File: src/rtl/pse_pkg.sv
// Shared types and constants for the postfix stack evaluator.
// Holds the stack geometry, symbol codes, item kinds, error codes and states.
// Used by every module of the block except pse_ram; depends on nothing.
package pse_pkg;

  localparam int StackDepth = 32;
  localparam int CntW       = $clog2(StackDepth + 1);
  localparam int AddrW      = $clog2(StackDepth);
  localparam int ValW       = 8;

  localparam logic [CntW-1:0] StackDepthC = CntW'(StackDepth);
  localparam logic [2:0]      DivLastStep = 3'(ValW - 1);

  localparam logic [7:0] CodeBias    = 8'd48;
  localparam logic [7:0] ChPlus      = 8'h2B;
  localparam logic [7:0] ChMinus     = 8'h2D;
  localparam logic [7:0] ChStar      = 8'h2A;
  localparam logic [7:0] ChSlash     = 8'h2F;
  localparam logic [7:0] ChPercent   = 8'h25;
  localparam logic [7:0] ChLeftPar   = 8'h28;
  localparam logic [7:0] ChRightPar  = 8'h29;
  localparam logic [7:0] ChHash      = 8'h23;

  typedef enum logic [2:0] {
    KIND_PUSH,
    KIND_NOP,
    KIND_ADD,
    KIND_SUB,
    KIND_MUL,
    KIND_DIV,
    KIND_MOD
  } kind_e;

  typedef enum logic [1:0] {
    ERR_NONE  = 2'd0,
    ERR_UNDER = 2'd1,
    ERR_OVER  = 2'd2,
    ERR_DIVZ  = 2'd3
  } err_e;

  typedef enum logic [3:0] {
    ST_IDLE,
    ST_RD_R,
    ST_CAP_R,
    ST_RD_L,
    ST_CAP_L,
    ST_EXEC,
    ST_DIV,
    ST_DIV_FIN,
    ST_PUSH,
    ST_FIN_RD,
    ST_FIN_CAP,
    ST_EMIT
  } state_e;

  typedef struct packed {
    kind_e             kind;
    logic [ValW-1:0]   value;
    logic              last;
  } item_t;

endpackage

File: src/rtl/postfix_stack_evaluator.sv
// Top level of the postfix stack evaluator.
// Depends on pse_pkg, pse_front, pse_back and (through pse_back) pse_ram.
//
// The slave stream carries one expression character per word in tdata, with
// tlast set on the final character. Operators + - * / % pop two values and
// push the result; parentheses and '#' are skipped; every other character
// pushes its code minus 48 onto a 32-entry stack of signed bytes.
// After the word marked tlast, one master word carries the popped top of
// stack and the first error seen, and the stack and error are then cleared.
// A two-word queue takes input words while the stack engine is busy.
// The stack engine handles one word at a time through a stack memory with one
// write port, one read port and registered reads; / and % use the
// one-bit-per-cycle restoring divider, and a tlast word adds the final pop
// and the output load.
// Reset empties the queue, the stack and the error; no clearing pass is run.
// When the receiver stalls, the result holds in the output register and the
// engine waits only when it has a further result to load.
module postfix_stack_evaluator
  import pse_pkg::*;
(
  input  logic        clk_i,
  input  logic        rst_ni,
  input  logic        s_axis_tvalid_i,
  output logic        s_axis_tready_o,
  input  logic [7:0]  s_axis_tdata_i,   // [7:0] symbol
  input  logic        s_axis_tlast_i,
  output logic        m_axis_tvalid_o,
  input  logic        m_axis_tready_i,
  output logic [15:0] m_axis_tdata_o    // [7:0] value, [9:8] status, [15:10] zero
);

  logic              item_valid;
  logic              item_ready;
  item_t             item;
  logic [ValW-1:0]   out_value;
  logic [1:0]        out_status;

  pse_front u_front (
    .clk_i        (clk_i),
    .rst_ni       (rst_ni),
    .s_valid_i    (s_axis_tvalid_i),
    .s_ready_o    (s_axis_tready_o),
    .s_symbol_i   (s_axis_tdata_i),
    .s_last_i     (s_axis_tlast_i),
    .item_valid_o (item_valid),
    .item_ready_i (item_ready),
    .item_o       (item)
  );

  pse_back u_back (
    .clk_i        (clk_i),
    .rst_ni       (rst_ni),
    .item_valid_i (item_valid),
    .item_ready_o (item_ready),
    .item_i       (item),
    .out_valid_o  (m_axis_tvalid_o),
    .out_ready_i  (m_axis_tready_i),
    .out_value_o  (out_value),
    .out_status_o (out_status)
  );

  assign m_axis_tdata_o = {6'b0, out_status, out_value};

endmodule

File: src/rtl/pse_ram.sv
// Generic single write port, single read port RAM with registered read data.
// Holds the value stack of the postfix stack evaluator; no dependencies.
module pse_ram #(
  parameter int Width = 8,
  parameter int Depth = 32
) (
  input  logic                     clk_i,
  input  logic                     we_i,
  input  logic [$clog2(Depth)-1:0] waddr_i,
  input  logic [Width-1:0]         wdata_i,
  input  logic [$clog2(Depth)-1:0] raddr_i,
  output logic [Width-1:0]         rdata_o
);

  logic [Width-1:0] mem [Depth];
  logic [Width-1:0] rdata_q;

  always_ff @(posedge clk_i) begin
    if (we_i) begin
      mem[waddr_i] <= wdata_i;
    end
    rdata_q <= mem[raddr_i];
  end

  assign rdata_o = rdata_q;

endmodule

File: src/rtl/pse_front.sv
// Front end: accepts symbol words, classifies them and queues them.
// Depends on pse_pkg for the item type and symbol codes.
module pse_front
  import pse_pkg::*;
(
  input  logic        clk_i,
  input  logic        rst_ni,
  input  logic        s_valid_i,
  output logic        s_ready_o,
  input  logic [7:0]  s_symbol_i,
  input  logic        s_last_i,
  output logic        item_valid_o,
  input  logic        item_ready_i,
  output item_t       item_o
);

  item_t       slot_q [2];
  logic        wr_ptr_q, wr_ptr_d;
  logic        rd_ptr_q, rd_ptr_d;
  logic [1:0]  fill_q, fill_d;
  item_t       item_in;
  logic        push, pop;

  always_comb begin
    item_in.value = s_symbol_i - CodeBias;
    item_in.last  = s_last_i;
    unique case (s_symbol_i) inside
      ChPlus:     item_in.kind = KIND_ADD;
      ChMinus:    item_in.kind = KIND_SUB;
      ChStar:     item_in.kind = KIND_MUL;
      ChSlash:    item_in.kind = KIND_DIV;
      ChPercent:  item_in.kind = KIND_MOD;
      ChLeftPar,
      ChRightPar,
      ChHash:     item_in.kind = KIND_NOP;
      default:    item_in.kind = KIND_PUSH;
    endcase
  end

  assign s_ready_o    = (fill_q != 2'd2);
  assign item_valid_o = (fill_q != 2'd0);
  assign item_o       = slot_q[rd_ptr_q];
  assign push         = s_valid_i && s_ready_o;
  assign pop          = item_valid_o && item_ready_i;

  always_comb begin
    wr_ptr_d = push ? ~wr_ptr_q : wr_ptr_q;
    rd_ptr_d = pop ? ~rd_ptr_q : rd_ptr_q;
    fill_d   = fill_q + 2'(push) - 2'(pop);
  end

  always_ff @(posedge clk_i or negedge rst_ni) begin
    if (!rst_ni) begin
      wr_ptr_q <= 1'b0;
      rd_ptr_q <= 1'b0;
      fill_q   <= 2'd0;
    end else begin
      wr_ptr_q <= wr_ptr_d;
      rd_ptr_q <= rd_ptr_d;
      fill_q   <= fill_d;
    end
  end

  always_ff @(posedge clk_i) begin
    if (push) begin
      slot_q[wr_ptr_q] <= item_in;
    end
  end

endmodule

File: src/rtl/pse_back.sv
// Back end: stack sequencer with an iterative divider and an output register.
// Depends on pse_pkg and instantiates pse_ram for the value stack.
module pse_back
  import pse_pkg::*;
(
  input  logic             clk_i,
  input  logic             rst_ni,
  input  logic             item_valid_i,
  output logic             item_ready_o,
  input  item_t            item_i,
  output logic             out_valid_o,
  input  logic             out_ready_i,
  output logic [ValW-1:0]  out_value_o,
  output logic [1:0]       out_status_o
);

  state_e             state_q, state_d;
  logic [CntW-1:0]    cnt_q, cnt_d;
  err_e               err_q, err_d;
  kind_e              kind_q, kind_d;
  logic               last_q, last_d;
  logic [ValW-1:0]    left_q, left_d;
  logic [ValW-1:0]    right_q, right_d;
  logic [ValW-1:0]    res_q, res_d;
  logic [ValW-1:0]    rem_q, rem_d;
  logic [ValW-1:0]    quo_q, quo_d;
  logic [ValW-1:0]    dvsr_q, dvsr_d;
  logic [2:0]         dcnt_q, dcnt_d;
  logic               out_valid_q, out_valid_d;
  logic [ValW-1:0]    out_value_q, out_value_d;
  err_e               out_status_q, out_status_d;

  logic               ram_we;
  logic [AddrW-1:0]   ram_waddr, ram_raddr;
  logic [ValW-1:0]    ram_wdata, ram_rdata;
  logic [CntW-1:0]    cnt_m1;
  logic               empty, full, out_free;

  function automatic err_e note(err_e cur, err_e code);
    return (cur == ERR_NONE) ? code : cur;
  endfunction

  assign cnt_m1   = cnt_q - CntW'(1);
  assign empty    = (cnt_q == '0);
  assign full     = (cnt_q >= StackDepthC);
  assign out_free = !out_valid_q || out_ready_i;

  pse_ram #(
    .Width (ValW),
    .Depth (StackDepth)
  ) u_stack (
    .clk_i   (clk_i),
    .we_i    (ram_we),
    .waddr_i (ram_waddr),
    .wdata_i (ram_wdata),
    .raddr_i (ram_raddr),
    .rdata_o (ram_rdata)
  );

  always_comb begin
    state_d = state_q;
    unique case (state_q)
      ST_IDLE: begin
        if (item_valid_i) begin
          unique case (item_i.kind)
            KIND_PUSH: state_d = ST_PUSH;
            KIND_NOP:  state_d = item_i.last ? ST_FIN_RD : ST_IDLE;
            default:   state_d = ST_RD_R;
          endcase
        end
      end
      ST_RD_R:    state_d = empty ? ST_RD_L : ST_CAP_R;
      ST_CAP_R:   state_d = ST_RD_L;
      ST_RD_L:    state_d = empty ? ST_EXEC : ST_CAP_L;
      ST_CAP_L:   state_d = ST_EXEC;
      ST_EXEC: begin
        if ((kind_q == KIND_DIV || kind_q == KIND_MOD) && right_q != '0) begin
          state_d = ST_DIV;
        end else begin
          state_d = ST_PUSH;
        end
      end
      ST_DIV:     state_d = (dcnt_q == DivLastStep) ? ST_DIV_FIN : ST_DIV;
      ST_DIV_FIN: state_d = ST_PUSH;
      ST_PUSH:    state_d = last_q ? ST_FIN_RD : ST_IDLE;
      ST_FIN_RD:  state_d = empty ? ST_EMIT : ST_FIN_CAP;
      ST_FIN_CAP: state_d = ST_EMIT;
      ST_EMIT:    state_d = out_free ? ST_IDLE : ST_EMIT;
      default:    state_d = ST_IDLE;
    endcase
  end

  always_comb begin
    logic [2*ValW-1:0] prod;
    logic [ValW:0]     shifted;
    logic [ValW:0]     diff;
    logic              neg_l, neg_r;

    cnt_d        = cnt_q;
    err_d        = err_q;
    kind_d       = kind_q;
    last_d       = last_q;
    left_d       = left_q;
    right_d      = right_q;
    res_d        = res_q;
    rem_d        = rem_q;
    quo_d        = quo_q;
    dvsr_d       = dvsr_q;
    dcnt_d       = dcnt_q;
    out_valid_d  = out_valid_q && !out_ready_i;
    out_value_d  = out_value_q;
    out_status_d = out_status_q;
    ram_we       = 1'b0;
    ram_waddr    = cnt_q[AddrW-1:0];
    ram_wdata    = res_q;
    ram_raddr    = cnt_m1[AddrW-1:0];
    item_ready_o = 1'b0;
    prod         = left_q * right_q;
    shifted      = {rem_q, quo_q[ValW-1]};
    diff         = shifted - {1'b0, dvsr_q};
    neg_l        = left_q[ValW-1];
    neg_r        = right_q[ValW-1];

    unique case (state_q)
      ST_IDLE: begin
        item_ready_o = 1'b1;
        if (item_valid_i) begin
          kind_d = item_i.kind;
          last_d = item_i.last;
          res_d  = item_i.value;
        end
      end
      ST_RD_R: begin
        if (empty) begin
          err_d   = note(err_q, ERR_UNDER);
          right_d = '0;
        end else begin
          cnt_d = cnt_m1;
        end
      end
      ST_CAP_R: right_d = ram_rdata;
      ST_RD_L: begin
        if (empty) begin
          err_d  = note(err_q, ERR_UNDER);
          left_d = '0;
        end else begin
          cnt_d = cnt_m1;
        end
      end
      ST_CAP_L: left_d = ram_rdata;
      ST_EXEC: begin
        case (kind_q) inside
          KIND_ADD: res_d = left_q + right_q;
          KIND_SUB: res_d = left_q - right_q;
          KIND_MUL: res_d = prod[ValW-1:0];
          KIND_DIV, KIND_MOD: begin
            if (right_q == '0) begin
              err_d = note(err_q, ERR_DIVZ);
              res_d = '0;
            end else begin
              quo_d  = neg_l ? -left_q : left_q;
              dvsr_d = neg_r ? -right_q : right_q;
              rem_d  = '0;
              dcnt_d = '0;
            end
          end
          default: res_d = '0;
        endcase
      end
      ST_DIV: begin
        dcnt_d = dcnt_q + 3'd1;
        if (!diff[ValW]) begin
          rem_d = diff[ValW-1:0];
          quo_d = {quo_q[ValW-2:0], 1'b1};
        end else begin
          rem_d = shifted[ValW-1:0];
          quo_d = {quo_q[ValW-2:0], 1'b0};
        end
      end
      ST_DIV_FIN: begin
        if (kind_q == KIND_DIV) begin
          res_d = (neg_l ^ neg_r) ? -quo_q : quo_q;
        end else begin
          res_d = neg_l ? -rem_q : rem_q;
        end
      end
      ST_PUSH: begin
        if (full) begin
          err_d = note(err_q, ERR_OVER);
        end else begin
          ram_we = 1'b1;
          cnt_d  = cnt_q + CntW'(1);
        end
      end
      ST_FIN_RD: begin
        if (empty) begin
          err_d = note(err_q, ERR_UNDER);
          res_d = '0;
        end
      end
      ST_FIN_CAP: res_d = ram_rdata;
      ST_EMIT: begin
        if (out_free) begin
          out_valid_d  = 1'b1;
          out_value_d  = res_q;
          out_status_d = err_q;
          cnt_d        = '0;
          err_d        = ERR_NONE;
        end
      end
      default: ;
    endcase
  end

  always_ff @(posedge clk_i or negedge rst_ni) begin
    if (!rst_ni) begin
      state_q     <= ST_IDLE;
      cnt_q       <= '0;
      err_q       <= ERR_NONE;
      out_valid_q <= 1'b0;
    end else begin
      state_q     <= state_d;
      cnt_q       <= cnt_d;
      err_q       <= err_d;
      out_valid_q <= out_valid_d;
    end
  end

  always_ff @(posedge clk_i) begin
    kind_q       <= kind_d;
    last_q       <= last_d;
    left_q       <= left_d;
    right_q      <= right_d;
    res_q        <= res_d;
    rem_q        <= rem_d;
    quo_q        <= quo_d;
    dvsr_q       <= dvsr_d;
    dcnt_q       <= dcnt_d;
    out_value_q  <= out_value_d;
    out_status_q <= out_status_d;
  end

  assign out_valid_o  = out_valid_q;
  assign out_value_o  = out_value_q;
  assign out_status_o = out_status_q;

endmodule

File: config.mk
export PLATFORM = sky130hd
export DESIGN_NAME = postfix_stack_evaluator
export DESIGN_NICKNAME = d
export VERILOG_FILES = /design/src/rtl/pse_pkg.sv /design/src/rtl/postfix_stack_evaluator.sv /design/src/rtl/pse_ram.sv /design/src/rtl/pse_front.sv /design/src/rtl/pse_back.sv
export SDC_FILE = /design/constraint.sdc
export NUM_CORES = 1
export LEC_CHECK = 0
export ABC_CLOCK_PERIOD_IN_PS = 5400
export BUFFER_PORTS_ARGS = -buffer_cell sky130_fd_sc_hd__buf_2
export CAP_MARGIN = 10
export CORE_AREA = 10 10 198 200
export DETAILED_ROUTE_END_ITERATION = 8
export DIE_AREA = 0 0 208 210
export GPL_TIMING_DRIVEN = 1
export HOLD_SLACK_MARGIN = 0.02
export PLACE_DENSITY = 0.76
export SYNTH_ARGS = -nofsm -noshare
export SYNTH_HDL_FRONTEND = slang
export SYNTH_SLANG_ARGS = --single-unit
File: constraint.sdc
create_clock -name clk_i -period 5.4 [get_ports clk_i]
set_input_delay 0.54 -clock clk_i [delete_from_list [all_inputs] [get_ports clk_i]]
set_output_delay 0.54 -clock clk_i [all_outputs]
set_load 0.05 [all_outputs]
==> out/summary.txt, run 1 <==
NumNets Final: 1270
Post-CTS Repair Setup Buffers: 0
Asr flop ratio synth: 4.59%
Post-synthesis register bit count: 370
Maximum VDD drop: 0.529 mV
Ys Warns: 0
DP HPWL: 25200 um
CTS tree: built
RSZ-0062 raised after global routing: false
Max Cap Violations: 0
Worst Path Max Fanout: 10
Hold EP: u_front.slot_q[0][0]
Delay-heaviest family, CP: adder cells
P_int: 7.44 mW
Vias per std cell: 5.82
WL final: 37500 um
EDFF count, synth: 345
First-pass GRT wire length: 58400 um
Combinational power share: 39.4%
Die height: 210 um
Min Tclk post-route: 4880 ps
DRT Pass-1 Iters: 5
DRC Markers: 0
CTS buffer count: 37
Ant. Diodes: 0
Max-slew violation count: 0
Worst hold-check path type: input pin to flop
Arrival time worst endpoint: 5120 ps
Worst skew pair latency: 530 ps
GPL Wtd Cong: 0.893
CTS Hold Bufs: 1
Setup CP Type: flop to flop
Setup WS pre-CTS: 574 ps
Sw Pwr: 4.19 mW
Power per Cell Area: 607 mW/mm2
Reg2reg setup slack: 520 ps
I/O pin count: 31
Fillers: 2805
Syn Area/Cell: 15.0 um2
Area of the multi-input gates: 0.00597 mm2
Initial antenna violation count: 0
FP Rows: 69
Non-Filler Instances: 1677
Unique masters post-synth: 63
WL/cell: 22.4 um
Seq/Total Area, Yosys: 63.0%
Placed Cells: 1609
Top-area cell type share of the netlist area: 59.6%
Clock power frac: 22.1%
R2R Path End: u_back.ram_wdata[7]
Total die area: 0.0437 mm2
CTS H-Tree Depth: 2
Status: finished, final reports clean
Clock Skew: 17.3 ps
Rel. slew slack: 17.8%
Cell Chain, Critical Path: ha_1 -> inv_1 -> fa_1 -> inv_1 -> fa_1 -> ha_1 -> inv_1 -> fa_1 -> inv_1 -> ha_1 -> a21o_1 -> a21oi_1 -> xnor3_1 -> xnor3_1 -> nor2_1 -> o31ai_1 -> a32oi_1
Cts repair resizes: 0
Core Area: 0.0352 mm2
Setup violators final: 0
Share of cells above drive strength 1: 15.5%
CP Data Required Time: 5630 ps
Critical path startpoint category: flop
Mapped Area: 0.0174 mm2
Slowest CP cell: edfxtp_1
Syn-to-layout area delta: 10.4%
Setup Total Neg Slack: 0 ps
Fin. Hold Viols: 0
Final period util: 90.4%
Most common flop cell mapped by yosys: edfxtp_1
Post-layout util: 54.4%
Max Buffers Root-to-Sink: 3
Routed Antenna Nets: 0
Die span in x: 208 um
Crit path capture type: flop
Mapped Cells: 1160
Reg2Reg Launch Point: u_back.left_q[2]
Worst-Margin Slew: 1230 ps
Total congestion overflow: 0
Sw Ratio: 36.0%
Vias in the first global route: 9772
Area contributors post-synth: edfxtp_1, mux4_2, ha_1
Initial core utilization: 49.3%
Clk root buf: clkbuf_16
GRT Overall Usage: 17.0%
Via count: 9761
Hold path cells: 1
Port Buffer Count: 24
Sequential power share: 38.6%
Worst Slack Setup Final: 518 ps
HP Start: s_axis_tlast_i
DRT iter0 DRCs: 941
Bufs and invs on worst path: 4
Register area: 0.0109 mm2
Worst-path clk slew: 70 ps
Highest cell delay on the worst timing path: 590 ps
CP most frequent cell: inv_1
Synth area leader: edfxtp_1
Clock sink count: 370
F_max: 205 MHz
Pleak: 6.72 nW
Maximum number of pins on one net before global-route repair: 46
Worst Reg-to-Reg Cells: 17
## through the flow
| step | instance area (um2) | power [mW] | hold slack, ps |
|---|---|---|---|
| global placement | 17900 | 8.99 | 484 |
| detailed placement | 17900 | 9.06 | 483 |
| floorplan | 17400 | 7.66 | 244 |
| global route | 19200 | 12.2 | 208 |
| CTS | 19100 | 11.7 | 201 |
| finish | 19200 | 11.6 | 216 |
## flip-flops by register name, indices dropped and copies added (netlist names), 3 cells and up
name,cells
u_back.u_stack.mem,256
u_front.slot_q,24
u_back.dvsr_q,8
u_back.left_q,8
u_back.out_value_o,8
u_back.quo_q,8
u_back.ram_wdata,8
u_back.rem_q,8
u_back.right_q,8
u_back.u_stack.rdata_o,8
u_back.cnt_q,6
u_back.state_q,4
u_back.dcnt_q,3
u_back.kind_q,3
## worst max path at each step
stage                startpoint             endpoint  slack [ps]  cells after the start
2_1_floorplan  u_back.left_q[2]  u_back.ram_wdata[7]        1020                     16
3_3_place_gp   u_back.left_q[2]  u_back.ram_wdata[7]         610                     17
3_5_place_dp   u_back.left_q[3]  u_back.ram_wdata[7]         570                     16
4_1_cts        u_back.left_q[3]  u_back.ram_wdata[7]         540                     16
5_1_grt        u_back.left_q[2]  u_back.ram_wdata[7]         290                     17
6_report       u_back.left_q[2]  u_back.ram_wdata[7]         520                     17
## power groups by stage
stage	combinational, mW	sequential, mW	clock, mW
after floorplan	3.47	4.19	0
after global placement	4.43	4.56	0
after detailed placement	4.48	4.59	0
after CTS	4.53	4.53	2.61
after global routing	4.99	4.55	2.71
final	4.58	4.49	2.57
## layout make-up
class | count | share of cell area [%]
flip-flops and latches | 370 | 57.1
multi-input cells | 681 | 31.1
clock buffers | 45 | 5.10
well taps | 461 | 3.01
inverters | 66 | 1.29
clock inverters | 21 | 1.27
repair buffers | 33 | 1.10
## routing by layer
layer / routed length, um / GRT usage, % / part of all wire (%) / vias to the layer above
met4: 872 / 4.70 / 2.3 / 0
li1: - / - / - / 4420
met5: 0 / 0 / 0 / -
met2: 18600 / 28.4 / 50 / 367
met1: 15700 / 22.7 / 42 / 4911
met3: 2320 / 2.63 / 6.2 / 63
## kinds of logic after synthesis
family | Yosys count | share of synthesized area, %
DFF | 370 | 63.0
and+or+nand+nor | 296 | 8.02
AOI/OAI and AO/OA | 136 | 4.90
muxes | 114 | 12.4
buffers and inverters | 114 | 2.77
adders and majority gates | 68 | 5.55
xor gates and xnor gates | 61 | 3.28
other | 1 | 0.0216
## Yosys cell counts, types with 6 or more instances
master,instances
nand2_1,78
a22o_1,6
dfxtp_1,8
fa_1,15
dfrtp_1,17
buf_4,6
and3_1,20
nand2b_1,11
and2_1,15
ha_1,53
mux2_2,14
a21oi_1,37
inv_1,66
a211oi_1,6
o31ai_1,6
nor2b_1,18
xnor2_1,39
nor2_1,105
mux2i_1,18
buf_2,6
nand3_1,6
a22oi_1,7
mux4_2,80
clkbuf_1,28
nor3_1,16
xor2_1,19
o21ai_0,36
edfxtp_1,345
## placed cells by master (no fill, tap or decap), types with 16 or more instances in the layout
| cell type | instances |
|---|---|
| edfxtp_1 | 345 |
| nor2_1 | 105 |
| mux4_2 | 80 |
| nand2_1 | 78 |
| inv_1 | 66 |
| ha_1 | 52 |
| xnor2_1 | 38 |
| clkbuf_16 | 38 |
| a21oi_1 | 37 |
| o21ai_0 | 36 |
| buf_2 | 24 |
| and3_1 | 20 |
| xor2_1 | 19 |
| nor2b_1 | 18 |
| mux2i_1 | 18 |
| nor3_1 | 16 |
| dfrtp_1 | 16 |
No activity file was read; power rests on OpenSTA's default activity.
==> run 2, diff against run 1 <==
- PLACE_DENSITY: 0.76 -> 0.65
==> run 2 against run 1 <==
Die area did not move. Final area rose by 0.43%. First-iteration DRC count fell by 5.8%. Clock skew up 5.5 ps. Final cell count increased by 0.54%. Clock-buffer cell count grew 13. Sequential share of layout area is 0.24 points lower. Critical path depth unchanged. Setup slack better by 38 ps. Register-to-register slack gained 40 ps. Critical path type unchanged. Largest cell class unchanged.
==> out/summary.txt, run 2 (same netlist as run 1, synthesis figures left out) <==
Status: finished, final reports clean
Max Cap Violations: 0 (unchanged)
Setup Total Neg Slack: 0 ps (unchanged)
Worst skew pair latency: 550 ps (+20 ps)
Maximum number of pins on one net before global-route repair: 38 (-17%)
Syn-to-layout area delta: 10.9%
Grt peak-use layer: met2
Grt met2 use: 28.6% (+0.19 points)
Critical path startpoint category: flop
Worst-Margin Slew: 1170 ps (-67.6 ps)
Arrival time worst endpoint: 5080 ps (-40 ps)
Clock sink count: 370 (unchanged)
CTS tree: built
Worst hold-check path type: input pin to flop
M1 GR Usage: 23.8% (+1.1 points)
Commonest cells after routing, fill and taps aside: edfxtp_1, nor2_1, mux4_2
Cts repair resizes: 0 (unchanged)
R2R Path End: u_back.ram_wdata[7]
Initial antenna violation count: 0 (unchanged)
HP Start: s_axis_tlast_i
Pleak: 6.77 nW (+0.77%)
Rel. slew slack: 22.3% (+4.5 points)
Initial core utilization: 49.3% (unchanged)
First-pass GRT wire length: 59600 um (+2.1%)
I/O pin count: 31 (unchanged)
WL/cell: 22.7 um (+1.7%)
GRT Overall Usage: 17.4% (+0.45 points)
Crit path capture type: flop
Met3 usage: 2.88% (+0.25 points)
Hold path cells: 1 (unchanged)
Via count: 9736 (-0.26%)
WL final: 38300 um (+2.2%)
CTS H-Tree Depth: 2 (unchanged)
F_max: 206 MHz (+0.79%)
Die span in x: 208 um (unchanged)
Clk root buf: clkbuf_16
Vias in the first global route: 9793 (+0.21%)
Setup CP Type: flop to flop
Non-Filler Instances: 1686 (+0.54%)
NumNets Final: 1276 (+0.47%)
Vias per std cell: 5.77 (-0.79%)
Total congestion overflow: 0 (unchanged)
Die height: 210 um (unchanged)
FP Rows: 69 (unchanged)
Worst Path Max Fanout: 10 (unchanged)
Total chip power: 11.7 mW (+0.76%)
DRT iter0 DRCs: 886 (-5.8%)
Routed Antenna Nets: 0 (unchanged)
Hold EP: u_front.slot_q[1][0]
Fillers: 2866 (+2.2%)
Port Buffer Count: 24 (unchanged)
Power per Cell Area: 609 mW/mm2 (+0.33%)
Worst-path clk slew: 60 ps (about the same)
Flip-flop count of the largest register after layout: 256 (unchanged)
RSZ-0062 raised after global routing: false
Core Area: 0.0352 mm2 (unchanged)
Placed Cells: 1611 (+0.12%)
DRT Pass-1 Iters: 5 (unchanged)
Clock Skew: 22.9 ps (+5.53 ps)
Reg2reg setup slack: 560 ps (+40 ps)
DRC Markers: 0 (unchanged)
Maximum VDD drop: 0.653 mV (+23%)
Commonest non-fill, non-tap cell in the layout: edfxtp_1
CP Data Required Time: 5640 ps (about the same)
Largest regs: u_back.u_stack.mem x256, u_front.slot_q x24
Share of cells above drive strength 1: 15.6% (+0.049 points)
Biggest register: u_back.u_stack.mem
Min Tclk post-route: 4840 ps (-38.5 ps)
CTS buffer count: 40 (+8.1%)
GPL Wtd Cong: 0.919 (+2.9%)
Reg2Reg Launch Point: u_back.left_q[2]
Max Buffers Root-to-Sink: 3 (unchanged)
Worst Reg-to-Reg Cells: 17 (unchanged)
Max-slew violation count: 0 (unchanged)
Setup violators final: 0 (unchanged)
Final period util: 89.7% (-0.71 points)
Total die area: 0.0437 mm2 (unchanged)
DP HPWL: 26100 um (+3.5%)
Fin. Hold Viols: 0 (unchanged)
Ant. Diodes: 0 (unchanged)
## run 2: changes by cell type in the layout (fill, tap and decap cells not counted), sizes merged
cell and delta:
clkbuf +13, buf +3, bufinv -3, clkinvlp -3
inv -2, clkinv +1
## run 2: worst max-delay path by stage
stage / from / to / slack (ps) / cells after the start
final: u_back.left_q[2] / u_back.ram_wdata[7] / 560 / 17
after global routing: u_back.left_q[2] / u_back.ram_wdata[7] / 260 / 17
after CTS: u_back.left_q[2] / u_back.ram_wdata[7] / 580 / 17
after detailed placement: u_back.left_q[2] / u_back.ram_wdata[7] / 610 / 17
after global placement: u_back.left_q[3] / u_back.ram_wdata[7] / 650 / 16
after floorplan: u_back.left_q[2] / u_back.ram_wdata[7] / 1020 / 16
## run 2: stage by stage
| step | cell area [um2] | utilization, % | hold slack, ps | worst slack (ps) |
|---|---|---|---|---|
| floorplan | 17400 | - | 244 | 1020 |
| detailed placement | 17900 | 50.9 | 487 | 612 |
| finish | 19300 | 54.7 | 198 | 557 |
| CTS | 19200 | 54.6 | 183 | 581 |
| global route | 19300 | 54.7 | 181 | 259 |
| global placement | 17900 | 50.9 | 476 | 652 |
## run 2: report_power, final
group	switching (mW)	total, mW	internal [mW]
clock network	1.09	2.63	1.54
logic	2.56	4.70	2.15
registers	0.566	4.39	3.83
total	4.21	11.7	7.51
## run 2: layout make-up
type,instances,area [um2],share of cell area [%]
Sequential cell,370,10900,56.9
Multi-Input combinational cell,681,5970,31.0
Clock buffer,58,1150,5.98
Tap cell,461,577,3.00
Inverter,66,248,1.29
Timing Repair Buffer,36,243,1.26
Clock inverter,14,119,0.617
## run 2: timing repair
action,4_1_cts,5_1_grt
setup buffers,0,0
hold endpoints to repair,17,0
hold buffers,1,0
## run 2: routing by layer
metal,vias up,part of all wire (%)
met1,4951,42
met5,-,0
li1,4434,-
met2,301,50
met4,0,1.8
met3,50,6.8
## run 2: critical path, stage by stage, from the launching register on
cell and delay, ps:
edfxtp_1 570, ha_1 300, inv_1 100, fa_1 420, inv_1 90, fa_1 390, ha_1 290, inv_1 50
fa_1 540, inv_1 40, ha_1 320, a21o_1 170, a21oi_1 180, xnor3_1 230, xnor3_1 420, nor2_1 50
o31ai_1 240, a32oi_1 120
